### src/rtl/fcd_pkg.sv
// ----------------------------------------------------------------------------
// fcd_pkg
// Constants, codes and the CRC-16 byte update shared by the frame deframer.
// ----------------------------------------------------------------------------
package fcd_pkg;

  localparam int HANDSHAKE_BYTES = 71;
  localparam int PAYLOAD_BYTES   = 1024;
  localparam int SUB_PACKETS     = 16;

  localparam int POS_W = 11;
  localparam int SUB_W = 4;

  localparam logic [POS_W-1:0] SHAKE_LEN     = POS_W'(HANDSHAKE_BYTES);
  localparam logic [POS_W-1:0] SUB_LEN       = POS_W'(PAYLOAD_BYTES + 9);
  localparam logic [POS_W-1:0] PAYLOAD_FIRST = POS_W'(7);

  localparam logic [7:0]  LEAD_HANDSHAKE = 8'h3A;
  localparam logic [7:0]  LEAD_DATA      = 8'h3B;
  localparam logic [15:0] CRC_POLY       = 16'h1021;

  localparam logic KIND_PAYLOAD = 1'b0;
  localparam logic KIND_STATUS  = 1'b1;

  localparam logic [1:0] ST_SHAKE_OK  = 2'd0;
  localparam logic [1:0] ST_SHAKE_BAD = 2'd1;
  localparam logic [1:0] ST_DATA_OK   = 2'd2;
  localparam logic [1:0] ST_DATA_BAD  = 2'd3;

  function automatic logic [15:0] crc_update(input logic [15:0] crc, input logic [7:0] b);
    logic [15:0] c;
    c = crc ^ {b, 8'h00};
    for (int i = 0; i < 8; i++) begin
      if (c[15]) begin
        c = {c[14:0], 1'b0} ^ CRC_POLY;
      end else begin
        c = {c[14:0], 1'b0};
      end
    end
    return c;
  endfunction

endpackage

### src/rtl/frame_crc_deframer.sv
// ----------------------------------------------------------------------------
// frame_crc_deframer
// Byte-serial frame checker with CRC-16/XMODEM over handshake and data frames.
// ----------------------------------------------------------------------------
// Input channel: one received byte per transaction on data_byte_i with
// in_valid_i / in_ready_o. While hunting, 0x3A opens a handshake frame and
// 0x3B opens a data frame of sub-packets; other bytes are dropped.
// Output channel: out_valid_o / out_ready_i carry either a payload byte
// (out_kind_o 0, with sub_index_o) or one end-of-frame status (out_kind_o 1,
// frame_status_o). The consumer discards a frame's payload on a bad status.
// A result is registered and appears in the cycle after the byte that causes it.
// Throughput: one byte per cycle while results are taken; the CRC byte update
// and the frame counters are combinational logic ahead of the result register.
// The result register frees as it is taken, so a new byte is accepted in the
// same cycle that a waiting result leaves.
// When the receiver stalls, the pending result holds and in_ready_o drops
// until it is taken.
// Reset: hunting state, counters and CRC cleared, no result pending.
// ----------------------------------------------------------------------------
module frame_crc_deframer (
  input  logic       clk_i,
  input  logic       rst_ni,
  input  logic       in_valid_i,
  output logic       in_ready_o,
  input  logic [7:0] data_byte_i,
  output logic       out_valid_o,
  input  logic       out_ready_i,
  output logic       out_kind_o,
  output logic [7:0] payload_byte_o,
  output logic [3:0] sub_index_o,
  output logic [1:0] frame_status_o
);

  typedef enum logic [1:0] {
    PH_HUNT  = 2'd0,
    PH_SHAKE = 2'd1,
    PH_DATA  = 2'd2
  } phase_e;

  localparam int PW = fcd_pkg::POS_W;
  localparam int SW = fcd_pkg::SUB_W;

  phase_e                 phase_q, phase_d;
  logic [PW-1:0]          pos_q, pos_d;
  logic [SW-1:0]          sub_q, sub_d;
  logic [15:0]            crc_q, crc_d;
  logic [7:0]             crc_low_q, crc_low_d;
  logic                   err_q, err_d;

  logic                   out_valid_q;
  logic                   res_valid;
  logic                   res_kind;
  logic [7:0]             res_byte;
  logic [SW-1:0]          res_sub;
  logic [1:0]             res_status;
  logic                   out_kind_q;
  logic [7:0]             out_byte_q;
  logic [SW-1:0]          out_sub_q;
  logic [1:0]             out_status_q;

  logic                   accept;
  logic [PW-1:0]          len;
  logic [PW:0]            pos_ext;
  logic [PW:0]            len_ext;
  logic                   bad;
  logic                   last_sub;

  assign in_ready_o = !out_valid_q || out_ready_i;
  assign accept     = in_valid_i && in_ready_o;

  assign len      = (phase_q == PH_SHAKE) ? fcd_pkg::SHAKE_LEN : fcd_pkg::SUB_LEN;
  assign pos_ext  = {1'b0, pos_q};
  assign len_ext  = {1'b0, len};
  assign bad      = {data_byte_i, crc_low_q} != crc_q;
  assign last_sub = ({1'b0, sub_q} + (SW+1)'(1)) >= (SW+1)'(fcd_pkg::SUB_PACKETS);

  always_comb begin
    phase_d    = phase_q;
    pos_d      = pos_q;
    sub_d      = sub_q;
    crc_d      = crc_q;
    crc_low_d  = crc_low_q;
    err_d      = err_q;
    res_valid  = 1'b0;
    res_kind   = fcd_pkg::KIND_PAYLOAD;
    res_byte   = '0;
    res_sub    = '0;
    res_status = fcd_pkg::ST_SHAKE_OK;
    case (phase_q)
      PH_SHAKE, PH_DATA: begin
        if (pos_q != '0 && (pos_ext + (PW+1)'(3)) <= len_ext) begin
          crc_d = fcd_pkg::crc_update(crc_q, data_byte_i);
          pos_d = pos_q + PW'(1);
          if (phase_q == PH_DATA && pos_q >= fcd_pkg::PAYLOAD_FIRST) begin
            res_valid = 1'b1;
            res_byte  = data_byte_i;
            res_sub   = sub_q;
          end
        end else if ((pos_ext + (PW+1)'(2)) == len_ext) begin
          crc_low_d = data_byte_i;
          pos_d     = pos_q + PW'(1);
        end else if ((pos_ext + (PW+1)'(1)) == len_ext) begin
          if (phase_q == PH_SHAKE || last_sub) begin
            res_valid = 1'b1;
            res_kind  = fcd_pkg::KIND_STATUS;
            if (phase_q == PH_SHAKE) begin
              res_status = bad ? fcd_pkg::ST_SHAKE_BAD : fcd_pkg::ST_SHAKE_OK;
            end else begin
              res_status = (err_q || bad) ? fcd_pkg::ST_DATA_BAD : fcd_pkg::ST_DATA_OK;
            end
            phase_d   = PH_HUNT;
            pos_d     = '0;
            sub_d     = '0;
            crc_d     = '0;
            crc_low_d = '0;
            err_d     = 1'b0;
          end else begin
            err_d     = err_q || bad;
            sub_d     = sub_q + SW'(1);
            pos_d     = '0;
            crc_d     = '0;
            crc_low_d = '0;
          end
        end else if (pos_q == '0) begin
          pos_d = PW'(1);
        end else begin
          phase_d   = PH_HUNT;
          pos_d     = '0;
          sub_d     = '0;
          crc_d     = '0;
          crc_low_d = '0;
          err_d     = 1'b0;
        end
      end
      default: begin
        phase_d = PH_HUNT;
        if (data_byte_i == fcd_pkg::LEAD_HANDSHAKE || data_byte_i == fcd_pkg::LEAD_DATA) begin
          phase_d   = (data_byte_i == fcd_pkg::LEAD_HANDSHAKE) ? PH_SHAKE : PH_DATA;
          pos_d     = PW'(1);
          sub_d     = '0;
          crc_d     = '0;
          crc_low_d = '0;
          err_d     = 1'b0;
        end
      end
    endcase
  end

  always_ff @(posedge clk_i or negedge rst_ni) begin
    if (!rst_ni) begin
      phase_q      <= PH_HUNT;
      pos_q        <= '0;
      sub_q        <= '0;
      crc_q        <= '0;
      crc_low_q    <= '0;
      err_q        <= 1'b0;
      out_valid_q  <= 1'b0;
      out_kind_q   <= fcd_pkg::KIND_PAYLOAD;
      out_byte_q   <= '0;
      out_sub_q    <= '0;
      out_status_q <= fcd_pkg::ST_SHAKE_OK;
    end else begin
      if (accept) begin
        phase_q     <= phase_d;
        pos_q       <= pos_d;
        sub_q       <= sub_d;
        crc_q       <= crc_d;
        crc_low_q   <= crc_low_d;
        err_q       <= err_d;
        out_valid_q <= res_valid;
      end else if (out_ready_i) begin
        out_valid_q <= 1'b0;
      end
      if (accept && res_valid) begin
        out_kind_q   <= res_kind;
        out_byte_q   <= res_byte;
        out_sub_q    <= res_sub;
        out_status_q <= res_status;
      end
    end
  end

  assign out_valid_o    = out_valid_q;
  assign out_kind_o     = out_kind_q;
  assign payload_byte_o = out_byte_q;
  assign sub_index_o    = out_sub_q;
  assign frame_status_o = out_status_q;

endmodule
### config.mk
export PLATFORM = sky130hd
export DESIGN_NAME = frame_crc_deframer
export DESIGN_NICKNAME = d
export VERILOG_FILES = /design/src/rtl/fcd_pkg.sv /design/src/rtl/frame_crc_deframer.sv
export SDC_FILE = /design/constraint.sdc
export NUM_CORES = 1
export LEC_CHECK = 0
export BUFFER_PORTS_ARGS = -buffer_cell sky130_fd_sc_hd__clkbuf_2
export CORE_ASPECT_RATIO = 0.6
export CORE_MARGIN = 2
export CORE_UTILIZATION = 60
export DETAILED_ROUTE_END_ITERATION = 16
export GPL_ROUTABILITY_DRIVEN = 0
export PLACE_DENSITY = 0.8
export SLEW_MARGIN = 10
export SYNTH_ARGS = -nofsm -noshare
export SYNTH_HDL_FRONTEND = slang
export SYNTH_SLANG_ARGS = --single-unit
### constraint.sdc
create_clock -name clk_i -period 5.48 [get_ports clk_i]
set_clock_uncertainty 0.1 [all_clocks]
set_input_delay 1.096 -clock clk_i [delete_from_list [all_inputs] [get_ports clk_i]]
set_output_delay 1.096 -clock clk_i [all_outputs]
set_load 0.01 [all_outputs]
* After elaboration in Yosys (flattened, before gate mapping)
Cells that the tools add are included.
** Storage, ports and cells
- Register bits after elaboration :: 58
- Latch bits :: 0
- Bits in writable memories :: 0
- Bits in read-only memories :: 0
- Bits of input ports :: 12
- Output and inout bits :: 17
- Word-level logic and storage cells :: 149
- Memories kept :: 0
** Operators by class
- Add/subtract/negate cells :: 6
- $mul :: 0
- Divide/modulo/power cells :: 0
- Order comparisons :: 3
- Equal/unequal tests :: 14
- Shifts and indexed selects :: 0
- Multiplexer cells :: 87
- Bitwise operators :: 9
- Reductions and logical operators :: 19
** Operator list (count)
- $mux W16 :: 20
- $mux W13 :: 8
- $mux W8 :: 9
- $mux W11 :: 5
- $mux W4 :: 10
- $mux W2 :: 14
- $add A11 B2 Y12 const B :: 2
- $eq A12 B11 Y1 :: 2
- $not A3 Y3 :: 8
- $mux W1 :: 21
- $eq A8 B6 Y1 const B :: 2
- $ne A16 B16 Y1 :: 1
- $xor A16 B16 Y16 :: 1
- $add A11 B1 Y12 const B :: 1
- $le A12 B11 Y1 :: 1
- $add A11 B1 Y11 const B :: 1
- $ge A11 B3 Y1 const B :: 1
- $logic_not A11 Y1 :: 1
- $reduce_bool A11 Y1 :: 1
- $reduce_and A5 Y1 :: 2
- $ne A3 B3 Y1 const B :: 3
- $ne A4 B4 Y1 const B :: 2
- $reduce_and A4 Y1 :: 2
- $add A4 B1 Y5 const B :: 1
- other kinds (11) :: 19

* Logic depth before layout (Yosys ltp)
Gate-level depths: netlist of run 1.
- Word-level depth :: 34
- Gate-level depth with buffers :: 17
- Mapped depth without buffers :: 14

* Least setup slack after synthesis of run 1
No wires, ideal clock.
- Kind :: reg-to-reg
- Start point :: reg pos_q[0]
- End point :: reg out_byte_q[0] (netlist: payload_byte_o[0])
- Arrival time :: 3.645 ns
- Data required time :: 5.259 ns
- Slack :: 1.614 ns
- Cell stages (with the launch flop) :: 16
- Path buffers :: 2
- Clock period less this slack :: 3.866 ns
- Path through :: dfrtp_1 -> clkbuf_1 -> inv_1 -> ha_1 -> nor4b_1 -> xor2_1 -> ha_1 -> nand2_1 -> or4_1 -> nand3_1 -> a21oi_1 -> a32oi_4 -> or4b_4 -> nor2b_4 -> buf_6 -> a22o_1
** Between the ends
- Word-level cells in the longest chain between the ends :: 7
** RTL lines
- from (decl) :: line frame_crc_deframer.sv:44 : logic [PW-1:0] pos_q, pos_d;
- from (signal assigned) :: line frame_crc_deframer.sv:165 : pos_q <= pos_d;
- parallel branches: the longest is 7 deep, another holds $add A11 B2 Y12
- to (signal assigned) :: line frame_crc_deframer.sv:176 : out_byte_q <= res_byte;
- to (decl) :: line frame_crc_deframer.sv:57 : logic [7:0] out_byte_q;
Several ways; the timed one is not identified.
A chain may end at the register's enable or synchronous reset.

* Final worst setup path of run 1
- Start point :: reg pos_q[0]
- End point :: reg out_byte_q[4] (netlist: payload_byte_o[4])
The elaborated chain is that of the path after synthesis.

==> results.py, run 1 <==
metrics = {
    "clocking": {
        "cts_resized": 0,
        "cts_tree": "yes",
        "number_of_clock_buffers_inserted_by_tritoncts": 9,
        "clk_transition_reported_paths_ns": 0.07,
        "clock_tree.root_cell": "clkbuf_8",
        "worstSkewPairLatency_ns": 0.35,
        "postCtsHoldBufs": 0,
        "postCtsSetupBuffers": 0,
        "clock_sink_count": 58,
        "bufs_on_longest_clock_path": 2,
        "cts-htree-levels": 3,
    },
    "grt": {
        "grt_util_met1": 0.492,
        "via_count_of_the_first_global_routing_pass": 2901,
        "grt_util_met2": 0.371,
        "gr-max-usage-layer": "met1",
        "grt_remaining_overflow": 0,
        "grt_antenna_before_repair": 0,
        "grt_util_met3": 0.0918,
        "grt_first_pass_wirelength_mm": 15.3,
        "grt_start_max_net_pins": 59,
        "grtUsageTotal": 0.306,
    },
    "synthesis": {
        "synth_area_leaders": "dfrtp_1, xnor2_1, a22o_1, ha_1, nand2_1",
        "syn-instance-count": 374,
        "syn-num-nets": 397,
        "postSynthRegisterBits": 58,
        "synth_area_leader_cell": "dfrtp_1",
        "synth_unique_cells": 64,
        "ys.flop_type": "dfrtp_1",
        "yosysWarningCount": 0,
        "synth_seq_area_share": 0.400,
        "mappedNetlistArea_mm2": 0.00363,
        "synth_enable_flop_cells": 0,
        "syn_avg_cell_area_um2": 9.70,
        "synth_top_cell_area_share": 0.400,
        "async_reset_ff_frac": 1.00,
    },
    "drt": {
        "first_iter_violations": 371,
        "routed_wire_length_per_instance_um": 19.6,
        "finalWirelength_mm": 9.42,
        "route.detailed.vias_per_inst": 6.55,
        "drt_drc_violations_left": 0,
        "antenna_left": 0,
        "dr.pass1.iters": 5,
        "num_vias": 3152,
    },
    "setup_path": {
        "worst_ep_required_time_ns": 5.61,
        "setup.worst_path.end_class": "flop",
        "worst-setup-path-type": "flop to flop",
        "crit_fanout": 15,
        "timing.critical_path.cells": "inv_1 -> ha_1 -> nor4b_1 -> xor2_1 -> ha_1 -> a211oi_1 -> o211a_1 -> o21ai_0 -> a32oi_1 -> and4_1 -> and3_1 -> nor2b_4 -> a22o_1",
        "timing.critical_path.slowest_stage_cell": "dfrtp_1",
        "critPathTopFamily": "simple AND/OR/NAND/NOR gates",
        "worst_setup_path_start_kind": "flop",
        "worst_path_most_repeated_cell": "ha_1",
        "worst-path-buf-inv": 1,
        "signal_arrival_time_at_the_worst_endpoint_ns": 4.76,
        "critPathMaxStageDelay_ns": 0.60,
    },
    "outcome": {
        "run_status": "finished clean",
    },
    "die": {
        "core_area_mm2": 0.00570,
        "rows": 21,
        "number_of_top_level_design_ports": 29,
        "floorplan.initialDensity": 0.636,
        "die_area_mm2": 0.00671,
        "die_width_um": 104,
        "die_y_um": 64.2,
    },
    "timing": {
        "totalNegativeSetupSlack_ns": 0,
        "min_period_ns": 4.62,
        "finalWorstSetupSlack_ns": 0.857,
        "worst_hold_slack_ns": 0.406,
        "rsz0062_at_grt": "false",
        "final_hold_viol_count": 0,
        "worst_pin_slew_ns": 0.865,
        "finalMaxSlewViolations": 0,
        "max_clock_freq_mhz": 216,
        "timing.final.crit_share": 0.844,
        "slew_headroom": 0.423,
        "final_setup_viols": 0,
    },
    "power": {
        "irDropWorstVdd_v": 0.000242,
        "cellPowerDensity_mw_per_mm2": 418,
        "share_comb_of_total_power": 0.352,
        "fraction_of_power_consumed_by_sequential_logic": 0.384,
        "switching_share": 0.359,
        "p_leak_nw": 1.79,
        "internal-power_mw": 1.08,
        "power.clock.fraction": 0.263,
        "p_switching_uw": 604,
    },
    "finish": {
        "final_nets": 419,
        "final_cell_mix": "dfrtp_1, xnor2_1, nand2_1, a22o_1, clkbuf_2",
        "post_layout_utilization_of_the_core": 0.705,
        "flow.area_growth_from_synthesis_pct": 10.8,
        "final_standard_cell_area_without_fillers_mm2": 0.00402,
        "layout-drive-gt1-share": 0.137,
        "antenna_cells_inserted": 0,
        "layout_commonest_cell": "dfrtp_1",
    },
    "place": {
        "dp_slack_ns": 0.943,
        "port_bufs": 28,
        "detailed_place_hpwl_mm": 6.83,
        "post_dp_cell_area_mm2": 0.00380,
    },
    "run": {
        "max_cap_viol_count": 0,
    },
    "hold_path": {
        "holdCritPathClass": "flop to flop",
    },
}
-- flip-flops by register name, summed over array words and instances, names as in the netlist --
name / cells
pos_q: 11
phase_q: 2
frame_status_o: 2
payload_byte_o: 8
crc_q: 16
sub_q: 4
out_kind_o: 1
crc_low_q: 8
sub_index_o: 4
out_valid_o: 1
err_q: 1
-- final timing paths --
path	start	end	slack [ns]	cells past startpoint
hold reg to reg	sub_index_o[3]	sub_index_o[3]	0.41	1
min in group asynchronous	rst_ni	pos_q[5]	0.78	2
setup / recovery	pos_q[0]	payload_byte_o[4]	0.86	13
hold / removal	sub_index_o[3]	sub_index_o[3]	0.41	1
setup reg to reg	pos_q[0]	payload_byte_o[4]	0.86	13
max in group asynchronous	rst_ni	crc_q[5]	4.02	2
-- power by group through the flow --
stage	clock, mW	sequential [mW]	combinational, mW
after floorplan	0	0.603	0.483
after global placement	0	0.643	0.572
after detailed placement	0	0.646	0.581
after CTS	0.448	0.640	0.586
after global routing	0.471	0.658	0.656
final	0.443	0.646	0.593
-- Yosys cell counts (4+ instances only) --
cell / instances
o211ai_1: 4
nand3_1: 11
nand2b_1: 5
a31oi_1: 7
ha_1: 11
nand2_1: 31
nor3_1: 5
xnor2_1: 34
inv_1: 8
dfrtp_1: 58
nor2_1: 17
clkbuf_1: 10
nor4_1: 4
o2bb2ai_1: 5
nand3b_1: 6
buf_2: 9
a22o_1: 31
and3_1: 6
o21ai_0: 16
a21oi_1: 17
nand4_1: 12
xor2_1: 9
-- per-stage QoR --
step                      instances  power, mW
after floorplan                 374       1.09
after global placement          465       1.22
after detailed placement        465       1.23
after CTS                       481       1.67
after global routing            481       1.78
final                           481       1.68
-- cell families after synthesis --
family          count (synthesis)  synth area share
xor+xnor                       43             0.104
mux                             5            0.0145
fa+ha+maj                      11            0.0379
buf+inv                        30            0.0372
flops                          58             0.400
simple gates                  121             0.187
compound gates                106             0.220
-- area by class of cell --
| cell class | instances | area, µm² |
|---|---|---|
| clock buffer | 12 | 145 |
| clock inverter | 4 | 75.1 |
| sequential | 58 | 1450 |
| fill | 425 | 1680 |
| tap | 80 | 100 |
| multi-input combinational | 286 | 2040 |
| timing repair buffer | 33 | 178 |
| inverter | 8 | 30.0 |
-- per-layer routing --
metal,wire (µm),share of wire,up-vias
li1,-,-,1441
met1,4580,0.49,1508
met2,3500,0.37,190
met3,1260,0.13,13
met4,87,0.0092,0
met5,0,0,-
No activity file was read; power rests on OpenSTA's default activity.
==> run 2: changes to the inputs <==
CORE_UTILIZATION = 54   (was 60)
PLACE_DENSITY = 0.76   (was 0.8)
clock period = 4 ns   (was 5.48 ns; I/O delays follow)
==> results.py, run 2 (same netlist as run 1, synthesis figures left out) <==
metrics = {
    "power": {
        "irDropWorstVdd_v": 0.000249,
        "p_leak_nw": 1.87,
        "cellPowerDensity_mw_per_mm2": 564,
    },
    "drt": {
        "finalWirelength_mm": 9.63,
        "num_vias": 3224,
        "antenna_left": 0,
        "drt_drc_violations_left": 0,
        "route.detailed.vias_per_inst": 6.42,
        "routed_wire_length_per_instance_um": 19.2,
        "dr.pass1.iters": 5,
        "first_iter_violations": 510,
    },
    "clocking": {
        "clock_tree.root_cell": "clkbuf_8",
        "clk_transition_reported_paths_ns": 0.07,
        "postCtsSetupBuffers": 0,
        "clock_sink_count": 58,
        "bufs_on_longest_clock_path": 2,
        "cts_resized": 0,
        "postCtsHoldBufs": 0,
        "number_of_clock_buffers_inserted_by_tritoncts": 9,
        "cts-htree-levels": 3,
        "cts_tree": "yes",
        "worstSkewPairLatency_ns": 0.35,
    },
    "grt": {
        "grt_start_max_net_pins": 37,
        "grt_remaining_overflow": 0,
        "grt_first_pass_wirelength_mm": 15.4,
        "grt_antenna_before_repair": 0,
        "grtUsageTotal": 0.284,
        "via_count_of_the_first_global_routing_pass": 2838,
    },
    "setup_path": {
        "worst_setup_path_start_kind": "flop",
        "worst_ep_required_time_ns": 4.13,
        "signal_arrival_time_at_the_worst_endpoint_ns": 3.94,
        "timing.reg2reg.setup_slack_ns": 0.19,
        "r2r-start": "pos_q[2]",
        "timing.reg2reg.worst_path_depth": 12,
        "setup.worst_path.end_class": "flop",
        "worst-setup-path-type": "flop to flop",
        "crit_fanout": 15,
        "critical_path.reg2reg.endpoint": "frame_status_o[1]",
    },
    "timing": {
        "final_hold_viol_count": 0,
        "timing.final.crit_share": 0.952,
        "max_clock_freq_mhz": 263,
        "final_setup_viols": 0,
        "finalWorstSetupSlack_ns": 0.191,
        "totalNegativeSetupSlack_ns": 0,
        "rsz0062_at_grt": "false",
        "slew_headroom": 0.405,
        "worst_pin_slew_ns": 0.892,
        "finalMaxSlewViolations": 0,
        "min_period_ns": 3.81,
    },
    "run": {
        "max_cap_viol_count": 0,
    },
    "finish": {
        "nFillCells": 535,
        "largest-register": "crc_q",
        "post_layout_utilization_of_the_core": 0.629,
        "post_layout_nonfiller_instances": 502,
        "antenna_cells_inserted": 0,
        "biggestRegsByFlops": "crc_q (16), pos_q (11)",
        "layout-drive-gt1-share": 0.176,
        "final_nets": 433,
        "final_standard_cell_area_without_fillers_mm2": 0.00415,
        "flip_flop_count_of_the_largest_register_all_copies_and_words_added": 16,
        "final_cell_mix": "dfrtp_1, xnor2_1, nand2_1, a22o_1, clkbuf_2",
        "layout_commonest_cell": "dfrtp_1",
        "flow.area_growth_from_synthesis_pct": 14.3,
    },
    "die": {
        "die_area_mm2": 0.00741,
        "rows": 23,
        "number_of_top_level_design_ports": 29,
        "die_y_um": 67.5,
        "floorplan.initialDensity": 0.551,
        "die_width_um": 110,
        "core_area_mm2": 0.00659,
    },
    "place": {
        "post_dp_cell_area_mm2": 0.00392,
        "dp_slack_ns": 0.155,
        "dp.cells": 486,
        "port_bufs": 28,
        "detailed_place_hpwl_mm": 7.14,
    },
    "outcome": {
        "run_status": "finished clean",
    },
    "hold_path": {
        "holdCritPathClass": "flop to flop",
        "number_of_instances_on_the_worst_hold_path": 1,
        "timing.hold.worst.start": "frame_status_o[1]",
        "hold_worst_path_end": "frame_status_o[1]",
    },
}
==> run 2: worst max-delay path, cell delays in order, from the launching register on <==
cell     delay (ns)
dfrtp_1        0.57
ha_1           0.30
a21oi_1        0.32
xnor2_1        0.13
ha_1           0.31
nand2_1        0.07
o211a_1        0.21
o21ai_0        0.18
a32oi_1        0.17
a32oi_4        0.37
or4b_4         0.52
nor2b_4        0.21
a21bo_1        0.21
==> run 2: cell type report <==
cell class	count	area (µm²)	share of cell area
clock inverter	5	77.6	0.0187
timing repair buffer	47	283	0.0682
inverter	8	30.0	0.00724
sequential	58	1450	0.350
multi-input combinational	286	2050	0.495
clock buffer	11	141	0.0341
tap	87	109	0.0263
==> run 2: per-layer routing <==
| layer | wire length, µm | up-vias | share of wire | global-route usage |
|---|---|---|---|---|
| li1 | - | 1473 | - | - |
| met1 | 4540 | 1553 | 0.47 | 0.452 |
| met2 | 3850 | 188 | 0.40 | 0.372 |
| met3 | 1180 | 10 | 0.12 | 0.0859 |
| met4 | 61 | 0 | 0.0063 | 0.0522 |
| met5 | 0 | - | 0 | 0 |
==> run 2: power by group <==
group	internal [mW]	switching (mW)
clock network	0.365	0.235
logic	0.413	0.474
registers	0.714	0.137
total	1.49	0.847
==> run 2: metrics by stage <==
| step | hold slack, ns | power (mW) |
|---|---|---|
| floorplan | 0.376 | 1.49 |
| global placement | 0.372 | 1.69 |
| detailed placement | 0.383 | 1.72 |
| CTS | 0.396 | 2.33 |
| global route | 0.404 | 2.48 |
| finish | 0.400 | 2.34 |
==> run 2: worst max-delay path by stage <==
stage,slack [ns],end,startpoint
floorplan,0.13,payload_byte_o[0],pos_q[0]
global placement,0.27,frame_status_o[1],pos_q[1]
detailed placement,0.15,payload_byte_o[0],pos_q[1]
CTS,0.12,crc_low_q[5],pos_q[1]
global route,0.02,payload_byte_o[2],pos_q[1]
finish,0.19,frame_status_o[1],pos_q[2]
